<file path="config.mk">
export PLATFORM = sky130hd
export DESIGN_NAME = stall_timeout_detector
export DESIGN_NICKNAME = d
export VERILOG_FILES = /design/src/hw/rtl/sttd_pkg.sv /design/src/hw/rtl/stall_timeout_detector.sv /design/src/hw/rtl/sttd_regs.sv /design/src/hw/rtl/sttd_core.sv
export SDC_FILE = /design/constraint.sdc
export NUM_CORES = 1
export LEC_CHECK = 0
export ABC_AREA = 1
export ABC_CLOCK_PERIOD_IN_PS = 13400
export BUFFER_PORTS_ARGS = -buffer_cell sky130_fd_sc_hd__buf_4
export CAP_MARGIN = 20
export CORE_AREA = 2 2 167 169
export CTS_BUF_LIST = sky130_fd_sc_hd__clkbuf_4
export DETAILED_ROUTE_END_ITERATION = 6
export DIE_AREA = 0 0 169 171
export HOLD_SLACK_MARGIN = 0.06
export PLACE_DENSITY = 0.8
export SYNTH_ARGS = -nofsm -noshare
export SYNTH_HDL_FRONTEND = slang
export SYNTH_SLANG_ARGS = --single-unit
</file>
<file path="constraint.sdc">
create_clock -name clk -period 13.4 [get_ports clk]
set_input_delay 0.67 -clock clk [delete_from_list [all_inputs] [get_ports clk]]
set_output_delay 0.67 -clock clk [all_outputs]
set_load 0.03 [all_outputs]
</file>
<file path="src/hw/rtl/sttd_pkg.sv">
`default_nettype none

package sttd_pkg;

  // Field widths of the poll item and of the timeout registers.
  localparam int unsigned WORD_W   = 32;
  localparam int unsigned HOUR_W   = 5;
  localparam int unsigned MIN_W    = 6;
  localparam int unsigned SEC_W    = 6;
  localparam int unsigned MICROS_W = 20;

  // Seconds of a day fit in 17 bits; a day plus a day needs 18.
  localparam int unsigned SECS_W   = 17;
  localparam int unsigned SECS2_W  = SECS_W + 1;
  // Signed width of the elapsed-seconds result (one more bit for the sign).
  localparam int unsigned ELAPSED_W = SECS2_W + 1;
  // Signed width of the microsecond difference.
  localparam int unsigned USDIFF_W  = MICROS_W + 2;

  localparam int unsigned DATA_W = 32;
  localparam int unsigned ADDR_W = 4;

  localparam logic [SECS_W-1:0]   DAY_SECS       = SECS_W'(86400);
  localparam logic [SECS_W-1:0]   HOUR_SECS      = SECS_W'(3600);
  localparam logic [SECS_W-1:0]   MINUTE_SECS    = SECS_W'(60);
  localparam logic [MICROS_W:0]   MICROS_PER_SEC = (MICROS_W+1)'(1000000);

  // Register reset values.
  localparam logic [HOUR_W-1:0]   LIMIT_HOURS_RST   = '0;
  localparam logic [MIN_W-1:0]    LIMIT_MINUTES_RST = '0;
  localparam logic [SEC_W-1:0]    LIMIT_SECONDS_RST = SEC_W'(1);
  localparam logic [MICROS_W-1:0] LIMIT_MICROS_RST  = '0;

  // Register index, taken from the word address.
  typedef enum logic [1:0] {
    REG_LIMIT_HOURS   = 2'd0,
    REG_LIMIT_MINUTES = 2'd1,
    REG_LIMIT_SECONDS = 2'd2,
    REG_LIMIT_MICROS  = 2'd3
  } reg_idx_t;

  // Timeout as handed from the register block to the datapath.
  typedef struct packed {
    logic [SECS_W-1:0]   secs;
    logic [MICROS_W-1:0] micros;
  } limit_t;

  // Clock reading to seconds of the day, clamped to one full day.
  function automatic logic [SECS_W-1:0] clock_secs(
    input logic [HOUR_W-1:0] h,
    input logic [MIN_W-1:0]  m,
    input logic [SEC_W-1:0]  s
  );
    logic [SECS_W-1:0] t;
    t = SECS_W'(h) * HOUR_SECS + SECS_W'(m) * MINUTE_SECS + SECS_W'(s);
    return (t > DAY_SECS) ? DAY_SECS : t;
  endfunction

endpackage

`default_nettype wire

</file>
<file path="src/hw/rtl/stall_timeout_detector.sv">
`default_nettype none

// Activity timeout watchdog. Each poll item carries a watched word and the
// wall-clock time; a changed word disarms the timer, a repeated word arms it
// and later repeats compare the elapsed whole seconds (midnight wrap and
// microsecond borrow included) with the programmed timeout, clamped to one
// day. Every poll gives exactly one result: a one-poll expiry pulse and a
// flip bit that toggles on each expiry. One item is accepted per cycle while
// the result side keeps taking results; an item passes an input register and
// then a result register, where its result waits until it is taken. Timeout
// registers sit at byte offsets 0 (hours), 4 (minutes), 8 (seconds) and 12
// (microseconds); the timeout is folded to seconds in the cycle after a write,
// so write it while no polls run.
module stall_timeout_detector (
  input  wire logic                             clk,
  input  wire logic                             rst_n,
  input  wire logic                             psel,
  input  wire logic                             penable,
  input  wire logic                             pwrite,
  input  wire logic [sttd_pkg::ADDR_W-1:0]      paddr,
  input  wire logic [sttd_pkg::DATA_W-1:0]      pwdata,
  output logic      [sttd_pkg::DATA_W-1:0]      prdata,
  output logic                                  pready,
  input  wire logic                             in_valid,
  output logic                                  in_ready,
  input  wire logic [sttd_pkg::WORD_W-1:0]      in_watched_value,
  input  wire logic [sttd_pkg::HOUR_W-1:0]      in_now_hour,
  input  wire logic [sttd_pkg::MIN_W-1:0]       in_now_minute,
  input  wire logic [sttd_pkg::SEC_W-1:0]       in_now_second,
  input  wire logic [sttd_pkg::MICROS_W-1:0]    in_now_micros,
  output logic                                  out_valid,
  input  wire logic                             out_ready,
  output logic                                  out_timeout_pulse,
  output logic                                  out_toggle_out
);

  sttd_pkg::limit_t limit;

  // Timeout registers.
  sttd_regs u_regs (
    .clk     (clk),
    .rst_n   (rst_n),
    .psel    (psel),
    .penable (penable),
    .pwrite  (pwrite),
    .paddr   (paddr),
    .pwdata  (pwdata),
    .prdata  (prdata),
    .pready  (pready),
    .limit   (limit)
  );

  // Poll datapath.
  sttd_core u_core (
    .clk               (clk),
    .rst_n             (rst_n),
    .limit             (limit),
    .in_valid          (in_valid),
    .in_ready          (in_ready),
    .in_watched_value  (in_watched_value),
    .in_now_hour       (in_now_hour),
    .in_now_minute     (in_now_minute),
    .in_now_second     (in_now_second),
    .in_now_micros     (in_now_micros),
    .out_valid         (out_valid),
    .out_ready         (out_ready),
    .out_timeout_pulse (out_timeout_pulse),
    .out_toggle_out    (out_toggle_out)
  );

endmodule

`default_nettype wire

</file>
<file path="src/hw/rtl/sttd_regs.sv">
`default_nettype none

module sttd_regs (
  input  wire logic                             clk,
  input  wire logic                             rst_n,
  input  wire logic                             psel,
  input  wire logic                             penable,
  input  wire logic                             pwrite,
  input  wire logic [sttd_pkg::ADDR_W-1:0]      paddr,
  input  wire logic [sttd_pkg::DATA_W-1:0]      pwdata,
  output logic      [sttd_pkg::DATA_W-1:0]      prdata,
  output logic                                  pready,
  output sttd_pkg::limit_t                      limit
);

  logic [sttd_pkg::HOUR_W-1:0]   hours_r;
  logic [sttd_pkg::MIN_W-1:0]    minutes_r;
  logic [sttd_pkg::SEC_W-1:0]    seconds_r;
  logic [sttd_pkg::MICROS_W-1:0] micros_r;
  logic [sttd_pkg::SECS_W-1:0]   lim_secs_r;
  logic [sttd_pkg::SECS_W-1:0]   lim_secs_nxt;
  sttd_pkg::reg_idx_t            idx;
  logic                          wr_en;

  assign pready = 1'b1;
  assign idx    = sttd_pkg::reg_idx_t'(paddr[3:2]);
  assign wr_en  = psel && penable && pwrite;

  // Register writes.
  always_ff @(posedge clk) begin
    if (!rst_n) begin
      hours_r   <= sttd_pkg::LIMIT_HOURS_RST;
      minutes_r <= sttd_pkg::LIMIT_MINUTES_RST;
      seconds_r <= sttd_pkg::LIMIT_SECONDS_RST;
      micros_r  <= sttd_pkg::LIMIT_MICROS_RST;
    end else if (wr_en) begin
      unique case (idx)
        sttd_pkg::REG_LIMIT_HOURS:   hours_r   <= pwdata[sttd_pkg::HOUR_W-1:0];
        sttd_pkg::REG_LIMIT_MINUTES: minutes_r <= pwdata[sttd_pkg::MIN_W-1:0];
        sttd_pkg::REG_LIMIT_SECONDS: seconds_r <= pwdata[sttd_pkg::SEC_W-1:0];
        sttd_pkg::REG_LIMIT_MICROS:  micros_r  <= pwdata[sttd_pkg::MICROS_W-1:0];
        default: ;
      endcase
    end
  end

  // The timeout total is kept in seconds so the datapath only compares.
  assign lim_secs_nxt = sttd_pkg::clock_secs(hours_r, minutes_r, seconds_r);

  always_ff @(posedge clk) begin
    if (!rst_n) begin
      lim_secs_r <= sttd_pkg::clock_secs(sttd_pkg::LIMIT_HOURS_RST,
                                         sttd_pkg::LIMIT_MINUTES_RST,
                                         sttd_pkg::LIMIT_SECONDS_RST);
    end else begin
      lim_secs_r <= lim_secs_nxt;
    end
  end

  assign limit.secs   = lim_secs_r;
  assign limit.micros = micros_r;

  // Read back.
  always_comb begin
    prdata = '0;
    unique case (idx)
      sttd_pkg::REG_LIMIT_HOURS:   prdata = sttd_pkg::DATA_W'(hours_r);
      sttd_pkg::REG_LIMIT_MINUTES: prdata = sttd_pkg::DATA_W'(minutes_r);
      sttd_pkg::REG_LIMIT_SECONDS: prdata = sttd_pkg::DATA_W'(seconds_r);
      sttd_pkg::REG_LIMIT_MICROS:  prdata = sttd_pkg::DATA_W'(micros_r);
      default:                     prdata = '0;
    endcase
  end

endmodule

`default_nettype wire

</file>
<file path="src/hw/rtl/sttd_core.sv">
`default_nettype none

module sttd_core (
  input  wire logic                             clk,
  input  wire logic                             rst_n,
  input  wire sttd_pkg::limit_t                 limit,
  input  wire logic                             in_valid,
  output logic                                  in_ready,
  input  wire logic [sttd_pkg::WORD_W-1:0]      in_watched_value,
  input  wire logic [sttd_pkg::HOUR_W-1:0]      in_now_hour,
  input  wire logic [sttd_pkg::MIN_W-1:0]       in_now_minute,
  input  wire logic [sttd_pkg::SEC_W-1:0]       in_now_second,
  input  wire logic [sttd_pkg::MICROS_W-1:0]    in_now_micros,
  output logic                                  out_valid,
  input  wire logic                             out_ready,
  output logic                                  out_timeout_pulse,
  output logic                                  out_toggle_out
);

  localparam int unsigned SW  = sttd_pkg::SECS_W;
  localparam int unsigned S2W = sttd_pkg::SECS2_W;
  localparam int unsigned EW  = sttd_pkg::ELAPSED_W;
  localparam int unsigned UW  = sttd_pkg::USDIFF_W;
  localparam int unsigned MW  = sttd_pkg::MICROS_W;

  // Input stage: the clock reading is folded to seconds on capture.
  logic                         s1_valid_r;
  logic [sttd_pkg::WORD_W-1:0]  s1_word_r;
  logic [SW-1:0]                s1_secs_r;
  logic [MW-1:0]                s1_micros_r;

  // Watchdog state.
  logic [sttd_pkg::WORD_W-1:0]  last_value_r;
  logic                         armed_r;
  logic [SW-1:0]                start_secs_r;
  logic [MW-1:0]                start_micros_r;
  logic                         toggle_r;

  // Result register.
  logic                         out_valid_r;
  logic                         pulse_r;
  logic                         out_toggle_r;

  logic                         s1_go;
  logic                         accept;
  logic                         changed;
  logic                         wrap;
  logic                         borrow;
  logic                         short_us;
  logic                         expire;
  logic [S2W-1:0]               now_ext;
  logic signed [UW-1:0]         us_diff;
  logic signed [EW-1:0]         elapsed;
  logic                         pulse_nxt;
  logic                         toggle_nxt;

  // Handshake: the input stage moves on whenever the result register is free.
  assign s1_go    = s1_valid_r && (!out_valid_r || out_ready);
  assign in_ready = !s1_valid_r || s1_go;
  assign accept   = in_valid && in_ready;

  always_ff @(posedge clk) begin
    if (!rst_n) begin
      s1_valid_r <= 1'b0;
    end else if (accept) begin
      s1_valid_r <= 1'b1;
    end else if (s1_go) begin
      s1_valid_r <= 1'b0;
    end
  end

  always_ff @(posedge clk) begin
    if (accept) begin
      s1_word_r   <= in_watched_value;
      s1_secs_r   <= sttd_pkg::clock_secs(in_now_hour, in_now_minute, in_now_second);
      s1_micros_r <= in_now_micros;
    end
  end

  // Elapsed time since arming, with midnight wrap and microsecond borrow.
  always_comb begin
    changed  = (s1_word_r != last_value_r);
    wrap     = (start_secs_r > s1_secs_r);
    now_ext  = wrap ? (S2W'(s1_secs_r) + S2W'(sttd_pkg::DAY_SECS)) : S2W'(s1_secs_r);
    borrow   = (s1_micros_r < start_micros_r);
    if (borrow) begin
      us_diff = $signed(UW'(sttd_pkg::MICROS_PER_SEC)) - $signed(UW'(start_micros_r))
              + $signed(UW'(s1_micros_r));
    end else begin
      us_diff = $signed(UW'(s1_micros_r)) - $signed(UW'(start_micros_r));
    end
    short_us = (us_diff < $signed(UW'(limit.micros)));
    elapsed  = $signed(EW'(now_ext)) - $signed(EW'(start_secs_r))
             - $signed(EW'(borrow)) - $signed(EW'(short_us));
    expire   = (elapsed >= $signed(EW'(limit.secs)));
    pulse_nxt  = !changed && armed_r && expire;
    toggle_nxt = toggle_r ^ pulse_nxt;
  end

  // State update, once per item leaving the input stage.
  always_ff @(posedge clk) begin
    if (!rst_n) begin
      last_value_r   <= '0;
      armed_r        <= 1'b0;
      start_secs_r   <= '0;
      start_micros_r <= '0;
      toggle_r       <= 1'b0;
    end else if (s1_go) begin
      toggle_r <= toggle_nxt;
      if (changed) begin
        last_value_r <= s1_word_r;
        armed_r      <= 1'b0;
      end else if (!armed_r) begin
        armed_r        <= 1'b1;
        start_secs_r   <= s1_secs_r;
        start_micros_r <= s1_micros_r;
      end else if (expire) begin
        armed_r <= 1'b0;
      end
    end
  end

  // Result register.
  always_ff @(posedge clk) begin
    if (!rst_n) begin
      out_valid_r <= 1'b0;
    end else if (s1_go) begin
      out_valid_r <= 1'b1;
    end else if (out_ready) begin
      out_valid_r <= 1'b0;
    end
  end

  always_ff @(posedge clk) begin
    if (s1_go) begin
      pulse_r      <= pulse_nxt;
      out_toggle_r <= toggle_nxt;
    end
  end

  assign out_valid         = out_valid_r;
  assign out_timeout_pulse = pulse_r;
  assign out_toggle_out    = out_toggle_r;

endmodule

`default_nettype wire
</file>
## After elaboration in Yosys (flattened, before gate mapping)

Cells that the tools add are included.

- Equal/unequal tests: 4
- Bitwise logic cells: 4
- Multipliers: 4
- Magnitude comparators: 6
- $add $sub $neg: 11
- Divide/modulo/power cells: 0
- Multiplexer cells: 11
- Reduce and logical (&&, ||, !) cells: 21
- Shifts and indexed selects: 0

Operators with widths:

| operator | number |
|---|---|
| 32-bit case mux with 4 select lines | 1 |
| 19-bit by 2-bit subtractor with 19-bit output | 2 |
| 17-bit by 12-bit adder with 17-bit output | 2 |
| 17-bit by 6-bit adder with 17-bit output | 2 |
| 17-bit greater-than comparator, second input constant | 2 |
| 32-bit != test | 1 |
| 5-bit by 8-bit multiplier with 13-bit output, second input constant | 2 |
| 22-bit by 21-bit adder with 22-bit output | 1 |
| 22-bit by 21-bit less-than comparator with 1-bit output | 1 |
| 22-bit two-way mux | 1 |
| 20-bit by 20-bit subtractor with 21-bit output | 1 |
| 20-bit by 20-bit subtractor with 21-bit output, first input constant | 1 |
| 20-bit less-than comparator | 1 |
| 6-bit by 4-bit multiplier with 10-bit output, second input constant | 2 |
| 19-bit by 18-bit greater-or-equal comparator with 1-bit output | 1 |
| 18-bit by 17-bit subtractor with 19-bit output | 1 |
| 17-bit by 17-bit adder with 18-bit output, second input constant | 1 |
| 18-bit two-way mux | 1 |
| 17-bit greater-than comparator | 1 |
| 17-bit two-way mux | 1 |
| 2-bit AND reduction | 5 |
| 1-bit two-way mux | 7 |
| 1-bit logical AND | 6 |
| 2-bit equality test, second input constant | 2 |
| other kinds (9) | 15 |

- Output and inout bits: 37
- Word-level logic and storage cells: 79
- Latch bits: 0
- RAM bits: 0
- Bits in read-only memories: 0
- Register bits after elaboration: 198
- Memories kept: 0
- Bits of input ports: 112

## Longest topological paths before layout

- Depth after elaboration: 9
- Mapped depth: 58
- Depth with buffers taken out: 58

## By module

A second synthesis with hierarchy kept.

- Cell total of the unflattened synthesis: 2087
- Area total of the unflattened synthesis: 16180.5 um2

Modules (own cells, without submodules):

| module | times used | sequential area each (um2) | cells an instance | area each (um2) |
|---|---|---|---|---|
| sttd_core | 1 | 3593.4 | 1579 | 12280.5 |
| sttd_regs | 1 | 1081.0 | 508 | 3900.0 |

## Worst setup path after synthesis

OpenSTA, ideal clock, no wires.

- Path type: flip-flop to flip-flop
- Start point: register u_core.start_micros_r[1]
- End point: register u_core.out_toggle_r (netlist: u_core.out_toggle_out), data pin
- Setup time: 254 ps
- Arrival time: 6783 ps
- Data required time: 13146 ps
- Cell stages (with the launch flop): 45
- Period minus slack after synthesis: 7037 ps
- Buffers on the path: 0
- Path slack: 6363 ps
- Path through: dfxtp_1 > inv_1 > ha_1 > nand2_1 > nor4_1 > o21ai_1 > o21ai_2 > nand3_1 > a21oi_1 > xor2_1 > ha_1 > a21oi_1 > o21ai_0 > a21oi_1 > nand3_1 > or2_2 > nand3_1 > nand2_1 > [... 9 more ...] > inv_1 > fa_1 > fa_1 > nand3_1 > o2111ai_1 > a21oi_1 > xnor2_1 > ha_1 > a21oi_1 > nor2_1 > a211oi_1 > nand2_1 > nand2_1 > nand3_1 > nand2_1 > nand2_1 > nand4_1 > nand2_1

- Longest elaborated chain between the ends: 8
- Elaborated cells between the ends (all ways): 11
- Those cells by class: add/sub (5); order compare (3); mux (1); bitwise (1); reduce/logical (1)

RTL lines:

| item | line | source |
|---|---|---|
| start: declaration | sttd_core.sv:36 | `logic [MW-1:0] start_micros_r;` |
| start signal: assignment | sttd_core.sv:116 | `start_micros_r <= s1_micros_r;` |
| 20-bit by 20-bit subtractor with 21-bit output | sttd_core.sv:87 | `us_diff = $signed(UW'(sttd_pkg::MICROS_PER_SEC)) - $signed(UW'(start_micros_r))` |
| 22-bit by 21-bit adder with 22-bit output | sttd_core.sv:88 | `+ $signed(UW'(s1_micros_r));` |
| 22-bit two-way mux | sttd_core.sv:86 | `if (borrow) begin` |
| 22-bit by 21-bit less-than comparator with 1-bit output | sttd_core.sv:92 | `short_us = (us_diff < $signed(UW'(limit.micros)));` |
| 19-bit by 2-bit subtractor with 19-bit output (*) | sttd_core.sv:94 | `- $signed(EW'(borrow)) - $signed(EW'(short_us));` |
| 19-bit by 18-bit greater-or-equal comparator with 1-bit output (*) | sttd_core.sv:95 | `expire = (elapsed >= $signed(EW'(limit.secs)));` |
| 1-bit logical AND (*) | sttd_core.sv:96 | `pulse_nxt = !changed && armed_r && expire;` |
| 1-bit XOR (*) | sttd_core.sv:97 | `toggle_nxt = toggle_r ^ pulse_nxt;` |
| net u_core.toggle_nxt | sttd_core.sv:55 | `logic toggle_nxt;` |
| end signal: assignment | sttd_core.sv:137 | `out_toggle_r <= toggle_nxt;` |
| end: declaration | sttd_core.sv:42 | `logic out_toggle_r;` |

Mark *: on every way through the listed nets, which the timed path passes. The rest lies on a longest branch.
A chain may end at the register's enable or synchronous reset.

## Final worst setup path

Ends and elaborated chain as after synthesis.

==> impl_metrics.yaml <==
yosys:
  synth.distinct_cells: 52
  synth.area.top_cells: "ha_1 18%, dfxtp_1 16%, edfxtp_1 13%"
  yosysSeqAreaShare: 0.291
  synth_top_area_frac: 0.177
  synth_edf_count: 71
  syn_area_per_cell_um2: 7.81
  synth_area_um2: 16100
  ys_ff_latch: 198
  synthCells: 2060
  yosysWarnings: 0
  synthFlopType: "dfxtp_1"
  synthArstFlopShare: 0
  synth_top_area_cell: "ha_1"
sta:
  period_share: 0.626
  hold_viol_final: 0
  maxSlewHeadroom: 0.277
  slew_violations: 0
  worst_pin_slew_ns: 1.08
  min_period_ns: 8.38
  timing.fmax_mhz: 119
  rsz0062_at_grt: "false"
  finalSetupTns_ns: 0
  setup_viol: 0
  skew_ns: 0.0504
floorplanning:
  dieWidth_um: 169
  io_pins: 149
  die_area_um2: 28900
  std_cell_rows: 61
  core-area_um2: 27300
  start_util: 0.589
  die_y_um: 171
route:
  viasPerCell: 5.54
  wl_met1_um: 16800
  wl_per_cell_um: 14.9
  remaining_drc_errors: 0
  vias: 14005
  met2_length_um: 18100
  route.met3.wl_um: 1790
  drt_wl_total_um: 37600
  drt_iter0_drc: 812
  highest_layer: "met4"
  dr.pass1.iters: 7
  antenna_left: 0
critical_path:
  worstPathMaxFanout: 4
  r2r_cells: 44
  cp-start-kind: "register"
  crit_slowest_cell: "fa_1"
  critPathArrivalTime_ns: 8.80
  required_ns: 13.82
  slowest_delay_ns: 0.50
  cp-end-kind: "register"
  worstSetupPathType: "reg2reg"
clock_network:
  cts-resized-gates: 0
  clockBufferDepth: 2
  htreeDepth: 4
  cts_hold_buf: 0
  numCtsBuffers: 17
  clock-sinks: 198
  clock-root-buffer: "clkbuf_4"
  clk_latency_ns: 0.66
  cts_tree: "yes"
  post_cts_buffers: 0
  clk_pin_slew_ns: 0.24
layout:
  final_cell_mix: "312 x inv_1, 296 x nand2_1, 227 x ha_1, 207 x a21oi_1, 193 x nor2_1"
  layout_commonest_cell: "inv_1"
  drive_above_1_share: 0.0859
  n_fill_cell: 2408
  seq_area_um2: 4670
  nNetsFinal: 2540
  area_delta_synth_final_pct: 9.43
  fin_cells: 2526
  multiInputGateArea_um2: 9990
grt:
  grt_max_degree: 96
  grt_pass1_vias: 13767
  grt_pass1_wl_um: 63100
  grt_overflow: 0
  antenna_found_initial: 1
  grt_usage: 0.267
place:
  place.gp.congestion: 0.947
  io_buffers: 121
  dp_cells: 2490
  hpwlAfterDp_um: 29800
pwr:
  peakVddDrop_mv: 0.0685
  p_leak_uw: 0.00834
  p_per_area_nw_per_um2: 119
hold_path:
  whs_path_depth: 1
  hold_path_class: "in2reg"
flow_run:
  max-cap-violations: 0
run_status:
  outcome: "finished, final reports clean"
layer usage:
layer / track usage / vias to the layer above
met2: 0.474 / 398
met5: 0 / -
met4: 0.0873 / 0
met3: 0.0298 / 78
li1: - / 7017
met1: 0.341 / 6512
metrics by stage:
step | area, um2 | hold slack (ns) | worst slack [ns] | util | power (uW)
2_1_floorplan | 16100 | 0.443 | 6.36 | - | 1510
3_3_place_gp | 17200 | 0.453 | 5.34 | 0.630 | 1690
3_5_place_dp | 17200 | 0.461 | 5.12 | 0.630 | 1720
4_1_cts | 17600 | 0.138 | 5.06 | 0.643 | 2100
5_1_grt | 17600 | 0.121 | 4.32 | 0.644 | 2280
6_report | 17600 | 0.161 | 5.02 | 0.644 | 2090
Yosys cell counts, types with 17 or more instances:
master and n:
o21ai_0 156, fa_1 37, a21o_1 17, dfxtp_1 127, nand3_1 94, nor2_1 193, nor3_1 17, xor2_1 78
nand2_1 296, nand4_1 29, xnor2_1 49, ha_1 227, inv_1 313, edfxtp_1 71, a21oi_1 207, clkbuf_1 25
critical path: cells and delay by family (launching register included):
family          cells  cell delay, ns
fa+ha+maj           7            2.57
simple gates       21            2.46
compound gates     11            2.04
xor+xnor            2            0.45
flops               1            0.37
buf+inv             3            0.25
logic make-up (layout without fill, tap and decap cells):
kind of cell               after synthesis  in the layout  synth area share
and+or+nand+nor                        661            661             0.174
AOI/OAI and AO/OA                      437            437             0.149
buffers and inverters                  366            472            0.0905
adders and majority gates              264            264             0.223
DFF                                    198            198             0.291
xor gates and xnor gates               130            130            0.0722
other                                    2             16          0.000467
muxes                                    2              2           0.00124
sequential cells by signal, summed over array words and instances (netlist names), 5 cells and up:
signal / flops
u_regs.micros_r: 20
u_core.s1_word_r: 32
u_regs.hours_r: 5
u_core.start_secs_r: 17
u_core.last_value_r: 32
u_core.s1_secs_r: 17
u_core.s1_micros_r: 20
u_regs.seconds_r: 6
u_regs.minutes_r: 6
u_core.start_micros_r: 20
u_regs.lim_secs_r: 17
final cells by class:
cell class,count,share of cell area
multi-input cells,1507,0.568
flip-flops and latches,198,0.266
inverters,315,0.0672
repair buffers,125,0.0545
well taps,346,0.0246
clock inverters,15,0.0126
clock buffers,17,0.00725
diodes,3,0.000427
report_power, final:
group          internal (uW)  leakage, uW  switching, uW
clock                    100     0.000176            273
combinational            397      0.00644            599
sequential               686      0.00173           39.9
path summary, 6_finish.rpt:
| path | start | end | slack (ns) |
|---|---|---|---|
| setup / recovery | u_core.start_micros_r[1] | u_core.out_toggle_out | 5.02 |
| hold reg to reg | u_core.start_secs_r[5] | u_core.start_secs_r[5] | 0.49 |
| setup reg to reg | u_core.start_micros_r[1] | u_core.out_toggle_out | 5.02 |
| hold / removal | in_watched_value[3] | u_core.s1_word_r[3] | 0.16 |
Power figures use the tool's default switching activity.
